==> config.mk <==
export PLATFORM = sky130hd
export DESIGN_NAME = gear_pedal_drive_command
export DESIGN_NICKNAME = d
export VERILOG_FILES = /design/src/sv/gpdc_pkg.sv /design/src/sv/gpdc_divider.sv /design/src/sv/gpdc_gear.sv /design/src/sv/gear_pedal_drive_command.sv
export SDC_FILE = /design/constraint.sdc
export NUM_CORES = 1
export LEC_CHECK = 0
export BUFFER_PORTS_ARGS = -buffer_cell sky130_fd_sc_hd__clkbuf_2
export CORE_MARGIN = 1
export CORE_UTILIZATION = 60
export DETAILED_ROUTE_END_ITERATION = 7
export MAX_ROUTING_LAYER = met4
export PLACE_DENSITY = 0.78
export SETUP_SLACK_MARGIN = 0.15
export SYNTH_ARGS = -nofsm -noshare
export SYNTH_HDL_FRONTEND = slang
export SYNTH_SLANG_ARGS = --single-unit
==> constraint.sdc <==
create_clock -name aclk -period 20.9 [get_ports aclk]
set_input_delay 2.09 -clock aclk [delete_from_list [all_inputs] [get_ports aclk]]
set_output_delay 2.09 -clock aclk [all_outputs]
set_load 0.03 [all_outputs]
==> src/sv/gpdc_pkg.sv <==
// gpdc_pkg: shared types and constants of the gear and pedal drive command block
// used by gpdc_divider, gpdc_gear and gear_pedal_drive_command
// no dependencies
`default_nettype none

package gpdc_pkg;

    // field widths
    localparam int unsigned PEDAL_W   = 8;
    localparam int unsigned PCT_W     = 7;
    localparam int unsigned GEAR_W    = 3;
    localparam int unsigned PULSE_W   = 16;
    localparam int unsigned CFG_IDX_W = 3;
    localparam int unsigned CFG_DAT_W = 16;
    localparam int unsigned S_DATA_W  = 24;
    localparam int unsigned M_DATA_W  = 32;

    // shared multiplier and divider widths
    localparam int unsigned MUL_A_W  = 16;
    localparam int unsigned MUL_B_W  = 7;
    localparam int unsigned PROD_W   = MUL_A_W + MUL_B_W;
    localparam int unsigned QUOT_W   = 16;

    // reciprocal division: quotient = (numerator * reciprocal) >> shift
    // by full scale: numerators below 2^15, divisor below 2^8, shift 23
    // by one hundred: numerators below 2^23, reciprocal error 76, shift 30
    localparam int unsigned RECIP_W     = 24;
    localparam int unsigned RPROD_W     = PROD_W + RECIP_W;
    localparam int unsigned SHIFT_SCALE = 23;
    localparam int unsigned SHIFT_PCT   = 30;
    localparam logic [RECIP_W-1:0] RECIP_PCT = 24'd10737419;

    // default pedal full scale
    localparam int unsigned PEDAL_FS_DEFAULT = 64;

    // percent scale
    localparam logic [PCT_W-1:0] PCT_MAX = 7'd100;

    // gear codes
    localparam logic [GEAR_W-1:0] GEAR_REVERSE = 3'd0;
    localparam logic [GEAR_W-1:0] GEAR_STOP    = 3'd1;
    localparam logic [GEAR_W-1:0] GEAR_FIRST   = 3'd2;
    localparam logic [GEAR_W-1:0] GEAR_SECOND  = 3'd3;
    localparam logic [GEAR_W-1:0] GEAR_THIRD   = 3'd4;
    localparam logic [GEAR_W-1:0] GEAR_TOP     = 3'd5;

    // configuration register indexes
    localparam logic [CFG_IDX_W-1:0] CFG_BRAKE_THRESH = 3'd0;
    localparam logic [CFG_IDX_W-1:0] CFG_REVERSE_PCT  = 3'd1;
    localparam logic [CFG_IDX_W-1:0] CFG_GEAR1_PCT    = 3'd2;
    localparam logic [CFG_IDX_W-1:0] CFG_GEAR2_PCT    = 3'd3;
    localparam logic [CFG_IDX_W-1:0] CFG_GEAR3_PCT    = 3'd4;
    localparam logic [CFG_IDX_W-1:0] CFG_GEAR4_PCT    = 3'd5;
    localparam logic [CFG_IDX_W-1:0] CFG_PWM_FULL     = 3'd6;

    // configuration reset values
    localparam logic [PEDAL_W-1:0] RST_BRAKE_THRESH = 8'd20;
    localparam logic [PCT_W-1:0]   RST_REVERSE_PCT  = 7'd75;
    localparam logic [PCT_W-1:0]   RST_GEAR1_PCT    = 7'd25;
    localparam logic [PCT_W-1:0]   RST_GEAR2_PCT    = 7'd50;
    localparam logic [PCT_W-1:0]   RST_GEAR3_PCT    = 7'd75;
    localparam logic [PCT_W-1:0]   RST_GEAR4_PCT    = 7'd100;
    localparam logic [PULSE_W-1:0] RST_PWM_FULL     = 16'd65535;

    // request to the shared divider
    typedef struct packed {
        logic              start;
        logic              by_scale;
        logic [PROD_W-1:0] numer;
    } div_req_t;

    // answer from the shared divider
    typedef struct packed {
        logic              done;
        logic [QUOT_W-1:0] quot;
    } div_rsp_t;

    // gear stepping control
    typedef struct packed {
        logic update;
        logic up;
        logic down;
    } gear_ctl_t;

endpackage

`default_nettype wire

==> src/sv/gpdc_divider.sv <==
// gpdc_divider: division by the pedal full scale or by one hundred through
// reciprocal multiplication, quotient registered in the cycle after the start
// depends on gpdc_pkg
`default_nettype none

module gpdc_divider #(
    parameter int unsigned PEDAL_FULL_SCALE = gpdc_pkg::PEDAL_FS_DEFAULT
) (
    input  wire logic               aclk,
    input  wire logic               aresetn,
    input  wire gpdc_pkg::div_req_t req,
    output gpdc_pkg::div_rsp_t      rsp
);

    localparam longint unsigned FS_DIV = (PEDAL_FULL_SCALE == 0) ? 1 : PEDAL_FULL_SCALE;
    // reciprocal of the full scale rounded up; a zero full scale maps to zero
    localparam logic [gpdc_pkg::RECIP_W-1:0] RECIP_SCALE = (PEDAL_FULL_SCALE == 0) ? '0 :
        gpdc_pkg::RECIP_W'(((64'd1 << gpdc_pkg::SHIFT_SCALE) + FS_DIV - 1) / FS_DIV);

    logic [gpdc_pkg::RECIP_W-1:0] recip;
    logic [gpdc_pkg::RPROD_W-1:0] rprod;
    logic [gpdc_pkg::QUOT_W-1:0]  quot_next;
    logic [gpdc_pkg::QUOT_W-1:0]  quot_reg;
    logic                         done_reg;

    always_comb begin
        recip = req.by_scale ? RECIP_SCALE : gpdc_pkg::RECIP_PCT;
        rprod = gpdc_pkg::RPROD_W'(req.numer) * gpdc_pkg::RPROD_W'(recip);
        if (req.by_scale) begin
            quot_next = rprod[gpdc_pkg::SHIFT_SCALE +: gpdc_pkg::QUOT_W];
        end else begin
            quot_next = rprod[gpdc_pkg::SHIFT_PCT +: gpdc_pkg::QUOT_W];
        end
    end

    always_ff @(posedge aclk) begin
        if (!aresetn) begin
            done_reg <= 1'b0;
        end else begin
            done_reg <= req.start;
            if (req.start) begin
                quot_reg <= quot_next;
            end
        end
    end

    assign rsp = {done_reg, quot_reg};

endmodule

`default_nettype wire

==> src/sv/gpdc_gear.sv <==
// gpdc_gear: gear register stepped by rising edges of the up and down buttons
// up applied first (saturates at top gear), then down (clamps at reverse)
// depends on gpdc_pkg
`default_nettype none

module gpdc_gear (
    input  wire logic                         aclk,
    input  wire logic                         aresetn,
    input  wire gpdc_pkg::gear_ctl_t          ctl,
    output logic [gpdc_pkg::GEAR_W-1:0]       gear
);

    logic [gpdc_pkg::GEAR_W-1:0] gear_reg;
    logic [gpdc_pkg::GEAR_W-1:0] gear_next;
    logic                        up_was_reg;
    logic                        down_was_reg;
    logic [gpdc_pkg::GEAR_W-1:0] g_sat;
    logic [gpdc_pkg::GEAR_W-1:0] g_up;

    always_comb begin
        g_sat = (gear_reg > gpdc_pkg::GEAR_TOP) ? gpdc_pkg::GEAR_TOP : gear_reg;
        g_up  = g_sat;
        if (ctl.up && !up_was_reg) begin
            g_up = (g_sat >= gpdc_pkg::GEAR_TOP) ? gpdc_pkg::GEAR_TOP : g_sat + 1'b1;
        end
        gear_next = g_up;
        if (ctl.down && !down_was_reg) begin
            gear_next = (g_up == gpdc_pkg::GEAR_REVERSE) ? gpdc_pkg::GEAR_REVERSE
                                                          : g_up - 1'b1;
        end
    end

    always_ff @(posedge aclk) begin
        if (!aresetn) begin
            gear_reg     <= gpdc_pkg::GEAR_STOP;
            up_was_reg   <= 1'b0;
            down_was_reg <= 1'b0;
        end else if (ctl.update) begin
            gear_reg     <= gear_next;
            up_was_reg   <= ctl.up;
            down_was_reg <= ctl.down;
        end
    end

    assign gear = gear_reg;

endmodule

`default_nettype wire

==> src/sv/gear_pedal_drive_command.sv <==
// gear_pedal_drive_command: top level of the gear and pedal drive command block
// sequencer, shared multiplier and configuration registers
// depends on gpdc_pkg, gpdc_divider, gpdc_gear
//
// usage
//   s_ channel: one transfer per remote-control frame (gas, brake, two buttons)
//   m_ channel: one transfer per frame with gear, direction, duty, pulse, brake light
//   cfg_ port: plain register writes, only while the block is idle
// timing
//   the result is valid once the sequencer has run its steps: the accepting
//   cycle, four products on the shared multiplier, each followed by a reciprocal
//   division, and the output load; the next frame is taken only after that,
//   so the block works on one frame at a time
//   s_tready is high only while the sequencer is idle
// reset
//   synchronous, active low: gear back to stop, button history cleared,
//   configuration registers back to their defaults, output empty
// back-pressure
//   the result waits in an output register; a new frame may be taken while it
//   waits, and its own result is held back until the old one has gone
`default_nettype none

module gear_pedal_drive_command #(
    parameter int unsigned PEDAL_FULL_SCALE = gpdc_pkg::PEDAL_FS_DEFAULT
) (
    input  wire logic                               aclk,
    input  wire logic                               aresetn,
    // input frame
    input  wire logic                               s_tvalid,
    output logic                                    s_tready,
    // gas_pedal[7:0], brake_pedal[15:8], gear_up_button[16], gear_down_button[17]
    input  wire logic [gpdc_pkg::S_DATA_W-1:0]      s_tdata,
    // drive command
    output logic                                    m_tvalid,
    input  wire logic                               m_tready,
    // gear[2:0], reverse_dir[3], duty_percent[10:4], pwm_pulse[26:11], brake_light[27]
    output logic [gpdc_pkg::M_DATA_W-1:0]           m_tdata,
    // configuration writes
    input  wire logic                               cfg_we,
    input  wire logic [gpdc_pkg::CFG_IDX_W-1:0]     cfg_index,
    input  wire logic [gpdc_pkg::CFG_DAT_W-1:0]     cfg_data
);

    localparam logic [gpdc_pkg::PEDAL_W-1:0] FULL_SCALE =
        gpdc_pkg::PEDAL_W'(PEDAL_FULL_SCALE);

    typedef enum logic [3:0] {
        ST_IDLE,
        ST_GAS_MUL,
        ST_GAS_DIV,
        ST_BRK_MUL,
        ST_BRK_DIV,
        ST_DUTY_MUL,
        ST_DUTY_DIV,
        ST_PULSE_MUL,
        ST_PULSE_DIV,
        ST_DONE
    } state_t;

    // configuration registers
    logic [gpdc_pkg::PEDAL_W-1:0] brake_thresh_reg;
    logic [gpdc_pkg::PCT_W-1:0]   reverse_pct_reg;
    logic [gpdc_pkg::PCT_W-1:0]   gear1_pct_reg;
    logic [gpdc_pkg::PCT_W-1:0]   gear2_pct_reg;
    logic [gpdc_pkg::PCT_W-1:0]   gear3_pct_reg;
    logic [gpdc_pkg::PCT_W-1:0]   gear4_pct_reg;
    logic [gpdc_pkg::PULSE_W-1:0] pwm_full_reg;

    // sequencer and working registers
    state_t                       state_reg;
    logic [gpdc_pkg::PEDAL_W-1:0] gas_clip_reg;
    logic [gpdc_pkg::PEDAL_W-1:0] brake_clip_reg;
    logic                         force_zero_reg;
    logic                         light_reg;
    logic [gpdc_pkg::PCT_W-1:0]   gm_reg;
    logic [gpdc_pkg::PCT_W-1:0]   bm_reg;
    logic [gpdc_pkg::PCT_W-1:0]   duty_reg;
    logic [gpdc_pkg::PROD_W-1:0]  prod_reg;
    logic                         start_reg;
    logic                         m_tvalid_reg;
    logic [gpdc_pkg::M_DATA_W-1:0] m_tdata_reg;

    // input fields
    logic [gpdc_pkg::PEDAL_W-1:0] in_gas;
    logic [gpdc_pkg::PEDAL_W-1:0] in_brake;
    logic                         in_up;
    logic                         in_down;
    logic                         accept;

    // datapath signals
    logic [gpdc_pkg::GEAR_W-1:0]  gear;
    logic [gpdc_pkg::PCT_W-1:0]   pct_raw;
    logic [gpdc_pkg::PCT_W-1:0]   pct;
    logic [gpdc_pkg::PCT_W-1:0]   pedal;
    logic [gpdc_pkg::MUL_A_W-1:0] mul_a;
    logic [gpdc_pkg::MUL_B_W-1:0] mul_b;
    logic [gpdc_pkg::PROD_W-1:0]  mul_p;
    logic                         out_free;

    gpdc_pkg::div_req_t  div_req;
    gpdc_pkg::div_rsp_t  div_rsp;
    gpdc_pkg::gear_ctl_t gear_ctl;

    assign in_gas   = s_tdata[7:0];
    assign in_brake = s_tdata[15:8];
    assign in_up    = s_tdata[16];
    assign in_down  = s_tdata[17];

    assign s_tready = (state_reg == ST_IDLE);
    assign accept   = s_tvalid && s_tready;
    assign out_free = !m_tvalid_reg || m_tready;

    // gear steps on the frame's own transfer
    assign gear_ctl.update = accept;
    assign gear_ctl.up     = in_up;
    assign gear_ctl.down   = in_down;

    gpdc_gear u_gear (
        .aclk    (aclk),
        .aresetn (aresetn),
        .ctl     (gear_ctl),
        .gear    (gear)
    );

    // percentage of the current gear (zero in stop), values above 100 used as 100
    always_comb begin
        unique case (gear)
            gpdc_pkg::GEAR_REVERSE: pct_raw = reverse_pct_reg;
            gpdc_pkg::GEAR_FIRST:   pct_raw = gear1_pct_reg;
            gpdc_pkg::GEAR_SECOND:  pct_raw = gear2_pct_reg;
            gpdc_pkg::GEAR_THIRD:   pct_raw = gear3_pct_reg;
            gpdc_pkg::GEAR_TOP:     pct_raw = gear4_pct_reg;
            default:                pct_raw = '0;
        endcase
        pct = (pct_raw > gpdc_pkg::PCT_MAX) ? gpdc_pkg::PCT_MAX : pct_raw;
    end

    // pedal value: difference of mapped pedals, zero when brake equals full scale or gas is zero with brake below it
    always_comb begin
        if (force_zero_reg) begin
            pedal = '0;
        end else if (gm_reg > bm_reg) begin
            pedal = gm_reg - bm_reg;
        end else begin
            pedal = bm_reg - gm_reg;
        end
    end

    // shared multiplier operands
    always_comb begin
        unique case (state_reg)
            ST_GAS_MUL: begin
                mul_a = {8'd0, gas_clip_reg};
                mul_b = gpdc_pkg::PCT_MAX;
            end
            ST_BRK_MUL: begin
                mul_a = {8'd0, brake_clip_reg};
                mul_b = gpdc_pkg::PCT_MAX;
            end
            ST_DUTY_MUL: begin
                mul_a = {9'd0, pct};
                mul_b = pedal;
            end
            ST_PULSE_MUL: begin
                mul_a = pwm_full_reg;
                mul_b = duty_reg;
            end
            default: begin
                mul_a = '0;
                mul_b = '0;
            end
        endcase
        mul_p = gpdc_pkg::PROD_W'(mul_a) * gpdc_pkg::PROD_W'(mul_b);
    end

    // pedal mapping divides by full scale, the rest by one hundred
    assign div_req.start    = start_reg;
    assign div_req.by_scale = (state_reg == ST_GAS_DIV) || (state_reg == ST_BRK_DIV);
    assign div_req.numer    = prod_reg;

    gpdc_divider #(
        .PEDAL_FULL_SCALE (PEDAL_FULL_SCALE)
    ) u_divider (
        .aclk    (aclk),
        .aresetn (aresetn),
        .req     (div_req),
        .rsp     (div_rsp)
    );

    // configuration registers
    always_ff @(posedge aclk) begin
        if (!aresetn) begin
            brake_thresh_reg <= gpdc_pkg::RST_BRAKE_THRESH;
            reverse_pct_reg  <= gpdc_pkg::RST_REVERSE_PCT;
            gear1_pct_reg    <= gpdc_pkg::RST_GEAR1_PCT;
            gear2_pct_reg    <= gpdc_pkg::RST_GEAR2_PCT;
            gear3_pct_reg    <= gpdc_pkg::RST_GEAR3_PCT;
            gear4_pct_reg    <= gpdc_pkg::RST_GEAR4_PCT;
            pwm_full_reg     <= gpdc_pkg::RST_PWM_FULL;
        end else if (cfg_we) begin
            unique case (cfg_index)
                gpdc_pkg::CFG_BRAKE_THRESH: brake_thresh_reg <= cfg_data[7:0];
                gpdc_pkg::CFG_REVERSE_PCT:  reverse_pct_reg  <= cfg_data[6:0];
                gpdc_pkg::CFG_GEAR1_PCT:    gear1_pct_reg    <= cfg_data[6:0];
                gpdc_pkg::CFG_GEAR2_PCT:    gear2_pct_reg    <= cfg_data[6:0];
                gpdc_pkg::CFG_GEAR3_PCT:    gear3_pct_reg    <= cfg_data[6:0];
                gpdc_pkg::CFG_GEAR4_PCT:    gear4_pct_reg    <= cfg_data[6:0];
                gpdc_pkg::CFG_PWM_FULL:     pwm_full_reg     <= cfg_data;
                default: ;
            endcase
        end
    end

    // sequencer with output register
    always_ff @(posedge aclk) begin
        if (!aresetn) begin
            state_reg    <= ST_IDLE;
            start_reg    <= 1'b0;
            m_tvalid_reg <= 1'b0;
        end else begin
            // divider starts the cycle after each product is taken
            start_reg <= (state_reg == ST_GAS_MUL) || (state_reg == ST_BRK_MUL)
                         || (state_reg == ST_DUTY_MUL) || (state_reg == ST_PULSE_MUL);
            // in the done state the output register is reloaded instead
            if (m_tvalid_reg && m_tready && (state_reg != ST_DONE)) begin
                m_tvalid_reg <= 1'b0;
            end
            unique case (state_reg)
                ST_IDLE: begin
                    if (accept) begin
                        gas_clip_reg   <= (in_gas > FULL_SCALE) ? FULL_SCALE : in_gas;
                        brake_clip_reg <= (in_brake > FULL_SCALE) ? FULL_SCALE : in_brake;
                        force_zero_reg <= ((in_brake < FULL_SCALE) && (in_gas == '0))
                                          || (in_brake == FULL_SCALE);
                        light_reg      <= (in_brake > brake_thresh_reg);
                        state_reg      <= ST_GAS_MUL;
                    end
                end
                ST_GAS_MUL: begin
                    prod_reg  <= mul_p;
                    state_reg <= ST_GAS_DIV;
                end
                ST_GAS_DIV: begin
                    if (div_rsp.done) begin
                        gm_reg    <= div_rsp.quot[gpdc_pkg::PCT_W-1:0];
                        state_reg <= ST_BRK_MUL;
                    end
                end
                ST_BRK_MUL: begin
                    prod_reg  <= mul_p;
                    state_reg <= ST_BRK_DIV;
                end
                ST_BRK_DIV: begin
                    if (div_rsp.done) begin
                        bm_reg    <= div_rsp.quot[gpdc_pkg::PCT_W-1:0];
                        state_reg <= ST_DUTY_MUL;
                    end
                end
                ST_DUTY_MUL: begin
                    prod_reg  <= mul_p;
                    state_reg <= ST_DUTY_DIV;
                end
                ST_DUTY_DIV: begin
                    if (div_rsp.done) begin
                        duty_reg  <= div_rsp.quot[gpdc_pkg::PCT_W-1:0];
                        state_reg <= ST_PULSE_MUL;
                    end
                end
                ST_PULSE_MUL: begin
                    prod_reg  <= mul_p;
                    state_reg <= ST_PULSE_DIV;
                end
                ST_PULSE_DIV: begin
                    if (div_rsp.done) begin
                        prod_reg  <= {7'd0, div_rsp.quot};
                        state_reg <= ST_DONE;
                    end
                end
                ST_DONE: begin
                    // hold until the previous result has been taken
                    if (out_free) begin
                        m_tdata_reg  <= {4'd0, light_reg,
                                         prod_reg[gpdc_pkg::PULSE_W-1:0], duty_reg,
                                         (gear == gpdc_pkg::GEAR_REVERSE), gear};
                        m_tvalid_reg <= 1'b1;
                        state_reg    <= ST_IDLE;
                    end
                end
                default: state_reg <= ST_IDLE;
            endcase
        end
    end

    assign m_tvalid = m_tvalid_reg;
    assign m_tdata  = m_tdata_reg;

endmodule

`default_nettype wire
After elaboration in Yosys (flattened, before gate mapping)
Cells that the tools add are included.
- logic and storage cells: 128
- input port bits: 48
- output and inout bits: 34
- register bits after elaboration: 177
- reductions and logical operators: 38
- add/sub/neg operators: 4
- equality and inequality tests: 27
- muxes and demuxes: 25
- $mul: 2
- order comparisons: 8
- operators with widths (cell ; count):
    $pmux 16 s4 ; 1
    $mul 23x24->46 ; 1
    $pmux 23 s2 ; 1
    $pmux 4 s10 ; 1
    $pmux 7 s5 ; 1
    $mux 24 ; 1
    $mux 4 ; 6
    $mul 16x7->23 ; 1
    $mux 23 ; 1
    $mux 7 ; 3
    $pmux 7 s3 ; 1
    $reduce_and 3->1 ; 6
    $eq 4x3->1 const B ; 4
    $gt 8x7->1 const B ; 2
    $mux 16 ; 1
    $reduce_and 2->1 ; 8
    $eq 3x3->1 const B ; 5
    $mux 3 ; 5
    $sub 7x7->7 ; 2
    $eq 3x2->1 const B ; 4
    $ne 2x1->1 const B ; 5
    $logic_not 3->1 ; 3
    $eq 4x2->1 const B ; 2
    $eq 4x4->1 const B ; 2
    23 further kinds ; 37

Logic depth before layout (Yosys ltp)
- depth after elaboration: 8
- depth in mapped cells: 31

Hierarchy
From an unflattened synthesis, not the netlist that was laid out.
- cells, all modules: 2167
- area, all modules: 21187.8 um^2
- modules (own cells, without submodules) (module ; times used ; cells each ; seq. area each (um^2) ; area each (um^2)):
    gear_pedal_drive_command ; 1 ; 1076 ; 4003.8 ; 10450.0
    gpdc_divider ; 1 ; 1054 ; 500.5 ; 10416.2
    gpdc_gear ; 1 ; 37 ; 100.1 ; 321.6

Least setup slack after synthesis
Ideal clock, no wire load.
- path kind: register to register
- from: reg state_reg[3]
- to: reg u_divider.quot_reg[5] (netlist bit) (data pin)
- buffers on the path: 3
- stages on the path, launching flop included: 29
- slack: 13.630 ns
- arrival: 7.011 ns
- setup time: 0.260 ns
- cells stage by stage: dfxtp_1 -> clkbuf_1 -> nor2_1 -> nand2_1 -> buf_2 -> clkbuf_1 -> nand2_1 -> inv_1 -> fa_1 -> inv_1 -> fa_1 -> inv_1 -> fa_1 -> inv_1 -> fa_1 -> fa_1 -> fa_1 -> inv_1 -> fa_1 -> ha_1 -> nand4_1 -> nor4_2 -> nand2_1 -> o31ai_1 -> o211ai_2 -> a21oi_1 -> a31oi_1 -> xnor2_1 -> mux2_2
- word-level cells in the longest chain between the ends: 5
- RTL lines (what ; RTL line ; RTL):
    start: declaration ; gear_pedal_drive_command.sv:70 ; state_t state_reg;
    start signal: assignment ; gear_pedal_drive_command.sv:217 ; state_reg <= ST_IDLE;
    start signal: assignment ; gear_pedal_drive_command.sv:236 ; state_reg <= ST_GAS_MUL;
    start signal: assignment ; gear_pedal_drive_command.sv:241 ; state_reg <= ST_GAS_DIV;
    $eq 4x2->1 or $eq 4x3->1 (tied branches) ; gear_pedal_drive_command.sv:178 ; assign div_req.by_scale = (state_reg == ST_GAS_DIV) || (state_reg == ST_BRK_DIV);
    $logic_or 1x1->1 (*) ; gear_pedal_drive_command.sv:178 ;
    $mux 24 ; gpdc_divider.sv:27 ; recip = req.by_scale ? RECIP_SCALE : gpdc_pkg::RECIP_PCT;
    $mul 23x24->46 ; gpdc_divider.sv:28 ; rprod = gpdc_pkg::RPROD_W'(req.numer) * gpdc_pkg::RPROD_W'(recip);
    $mux 16 (*) ; gpdc_divider.sv:29 ; if (req.by_scale) begin
    net u_divider.quot_next (one bit) ; gpdc_divider.sv:22 ; logic [gpdc_pkg::QUOT_W-1:0] quot_next;
    end signal: assignment ; gpdc_divider.sv:42 ; quot_reg <= quot_next;
    end: declaration ; gpdc_divider.sv:23 ; logic [gpdc_pkg::QUOT_W-1:0] quot_reg;
Mark *: on every way through the listed nets, which the timed path passes. The rest lies on a longest branch.
A chain may end at the register's enable or synchronous reset.

Worst setup path in the final report
- from: reg state_reg[2]
- to: reg u_divider.quot_reg[11] (netlist bit) (data pin)
Same word-level chain as after synthesis.

==> results.py <==
metrics = {
    "run": {
        "cap_violations": 0,
    },
    "cts": {
        "cts.path.max_buffers": 2,
        "cts_tree": "yes",
        "clock-sinks": 177,
        "clock-root-buffer": "clkbuf_16",
        "clock_latency_ps": 450,
        "cts_buffers": 17,
        "ctsHoldBuffers": 0,
        "post_cts_buffers": 0,
        "htree_levels": 4,
        "cts_resized": 0,
        "path_clk_slew_ps": 70,
    },
    "sta": {
        "clock_skew_ps": 10.2,
        "period_minus_slack_ps": 8900,
        "tightest_slew_ps": 1230,
        "setup_violations": 0,
        "max_slew_margin": 0.180,
        "fin_crit_sh": 0.426,
        "fin_setup_tns_ps": 0,
        "finalHoldViolCount": 0,
        "maxSlewViolCount": 0,
        "rsz0062_at_grt": "no",
        "fmax_mhz": 112,
    },
    "yosys": {
        "synth_top_family_by_area": "adder cells",
        "synth_edf_count": 106,
        "synth.area.mux_share": 0.0258,
        "synth_compound_area_frac": 0.0911,
        "yosys_warnings": 0,
        "synth-main-ff-cell": "edfxtp_1",
        "seq_area_frac_synth": 0.220,
        "synth_xor_area_frac": 0.0197,
        "synth_cell_types": 75,
        "ys_ff_latch": 177,
        "yosys.area_share.adder": 0.442,
        "syn_inst": 2116,
        "syn_area_per_cell_um2": 9.88,
        "yosys.area_share.simple": 0.111,
        "synth_area_mm2": 0.0209,
        "async_flop_share": 0,
    },
    "detailed_routing": {
        "post-route-drc-count": 0,
        "drt-initial-drc-count": 982,
        "dr.pass1.iters": 5,
        "antenna_left": 0,
        "num_vias": 15000,
        "finalWirelength_mm": 49.7,
        "wl_per_cell_um": 18.9,
        "via_per_inst": 5.72,
    },
    "worst_setup_path": {
        "cp_max_fo": 38,
        "startpoint": "state_reg[2]",
        "end_kind": "register",
        "required_ps": 21090,
        "startpoint_type": "register",
        "worstSetupPathType": "reg -> reg",
        "crit_arrival_ps": 9090,
        "regToRegStartpoint": "state_reg[2]",
    },
    "floorplanning": {
        "die-height_um": 189,
        "rows": 67,
        "core_mm2": 0.0339,
        "dieArea_mm2": 0.0356,
        "die-width_um": 189,
        "ios": 82,
        "initial_core_util": 0.617,
    },
    "outcome": {
        "status": "complete, no violations",
    },
    "placement": {
        "gp_congestion": 1.01,
        "post-dp-hpwl_mm": 41.2,
        "io_buffers": 71,
    },
    "grt": {
        "antenna_found_initial": 0,
        "grt_pass1_vias": 15600,
        "grt_max_degree": 44,
        "grt_overflow_total": 0,
        "grt_pass1_wl_mm": 80.7,
        "grt.total_usage": 0.300,
    },
    "worst_hold_path": {
        "holdCritStartpoint": "light_reg",
        "hold_path_class": "reg -> reg",
    },
    "layout": {
        "layout-drive-gt1-share": 0.0799,
        "syn2layout_area_growth_pct": 6.32,
        "largest_reg_flops": 28,
        "layout.nets": 2787,
        "fill_cells": 2726,
        "n_antenna_cell": 0,
    },
}
==> through the flow <==
step	instances	setup WS, ps	hold WS, ps	utilization	cell area (µm²)
floorplan	2121	13630	400	-	20900
global placement	2594	12250	429	0.639	21600
detailed placement	2594	12140	413	0.639	21600
CTS	2626	12080	448	0.656	22200
global route	2626	11560	469	0.656	22200
finish	2626	12000	450	0.656	22200
==> worst max-delay path, stage by stage (launching register included) <==
cell and delay [ps]:
dfxtp_1 880, xor2_1 190, nand2_1 120, buf_4 420
and2_1 540, ha_1 390, inv_1 140, fa_1 520
inv_1 60, fa_1 530, inv_1 50, fa_1 520
fa_1 440, fa_1 560, inv_1 70, fa_1 500
ha_1 360, nand4_1 120, nor4_2 510, nand2_1 120
o31ai_1 450, o211ai_2 190, a21oi_1 300, a21oi_1 140
xnor2_1 190, mux2_2 300
==> layout by cell type (no fill, tap or decap), types with 5 or more instances in the layout <==
cell and count:
dfxtp_1 71, clkbuf_2 71, o21ai_1 13, and2_1 41
o211ai_1 8, a21oi_1 89, ha_1 300, xnor2_1 31
nor2_1 104, nand3_1 59, nor2b_1 20, xor2_1 16
nand2b_1 17, buf_4 7, o21bai_1 9, fa_1 274
o21a_1 5, edfxtp_1 106, a21o_1 31, nand2_1 205
a211oi_1 15, nand4_1 10, a31oi_1 9, a22oi_1 10
conb_1 6, mux2i_1 25, a21oi_2 6, inv_1 431
mux2_2 21, nor4_1 5, or3_1 6, clkbuf_16 17
o21ai_0 33, nor3_1 16
==> path summary, 6_finish.rpt <==
kind / endpoint / slack (ps) / cells past startpoint
max: u_divider.quot_reg[11] / 12000 / 25
min reg2reg: m_tdata[27] / 450 / 0
min: m_tdata[27] / 450 / 0
max reg2reg: u_divider.quot_reg[11] / 12000 / 25
==> synthesized netlist by cell type, types with 31 or more instances <==
cell      number  share of area
nor2_1       106          0.019
dfxtp_1       71          0.068
a21o_1        31          0.011
nand2_1      205          0.037
ha_1         300           0.18
and2_1        41          0.012
edfxtp_1     106           0.15
nand3_1       59          0.014
xnor2_1       31          0.013
a21oi_1       89          0.021
o21ai_0       33         0.0079
inv_1        431          0.077
fa_1         274           0.26
==> kinds of logic after synthesis <==
family | Yosys count
AOI/OAI and AO/OA | 276
xor gates and xnor gates | 47
adders and majority gates | 574
buffers and inverters | 485
DFF | 177
muxes | 50
other | 1
and+or+nand+nor | 506
==> per-layer routing <==
layer / up-vias / track usage / part of all wire
li1: 6969 / - / -
met1: 7455 / 0.384 / 0.42
met2: 510 / 0.504 / 0.50
met3: 74 / 0.0417 / 0.060
met4: 0 / 0.0744 / 0.022
met5: - / - / 0
==> cell type report <==
type                    count  area (µm²)  share of cell area
well taps                 448         561              0.0252
clock inverters            15         145             0.00653
repair buffers             78         408              0.0184
flip-flops and latches    177        4600               0.207
inverters                 432        1620              0.0730
multi-input cells        1459       14500               0.651
clock buffers              17         425              0.0191
Power is not shown: default switching activity piles up to over one toggle a cycle in this logic, so the estimate is an artifact.
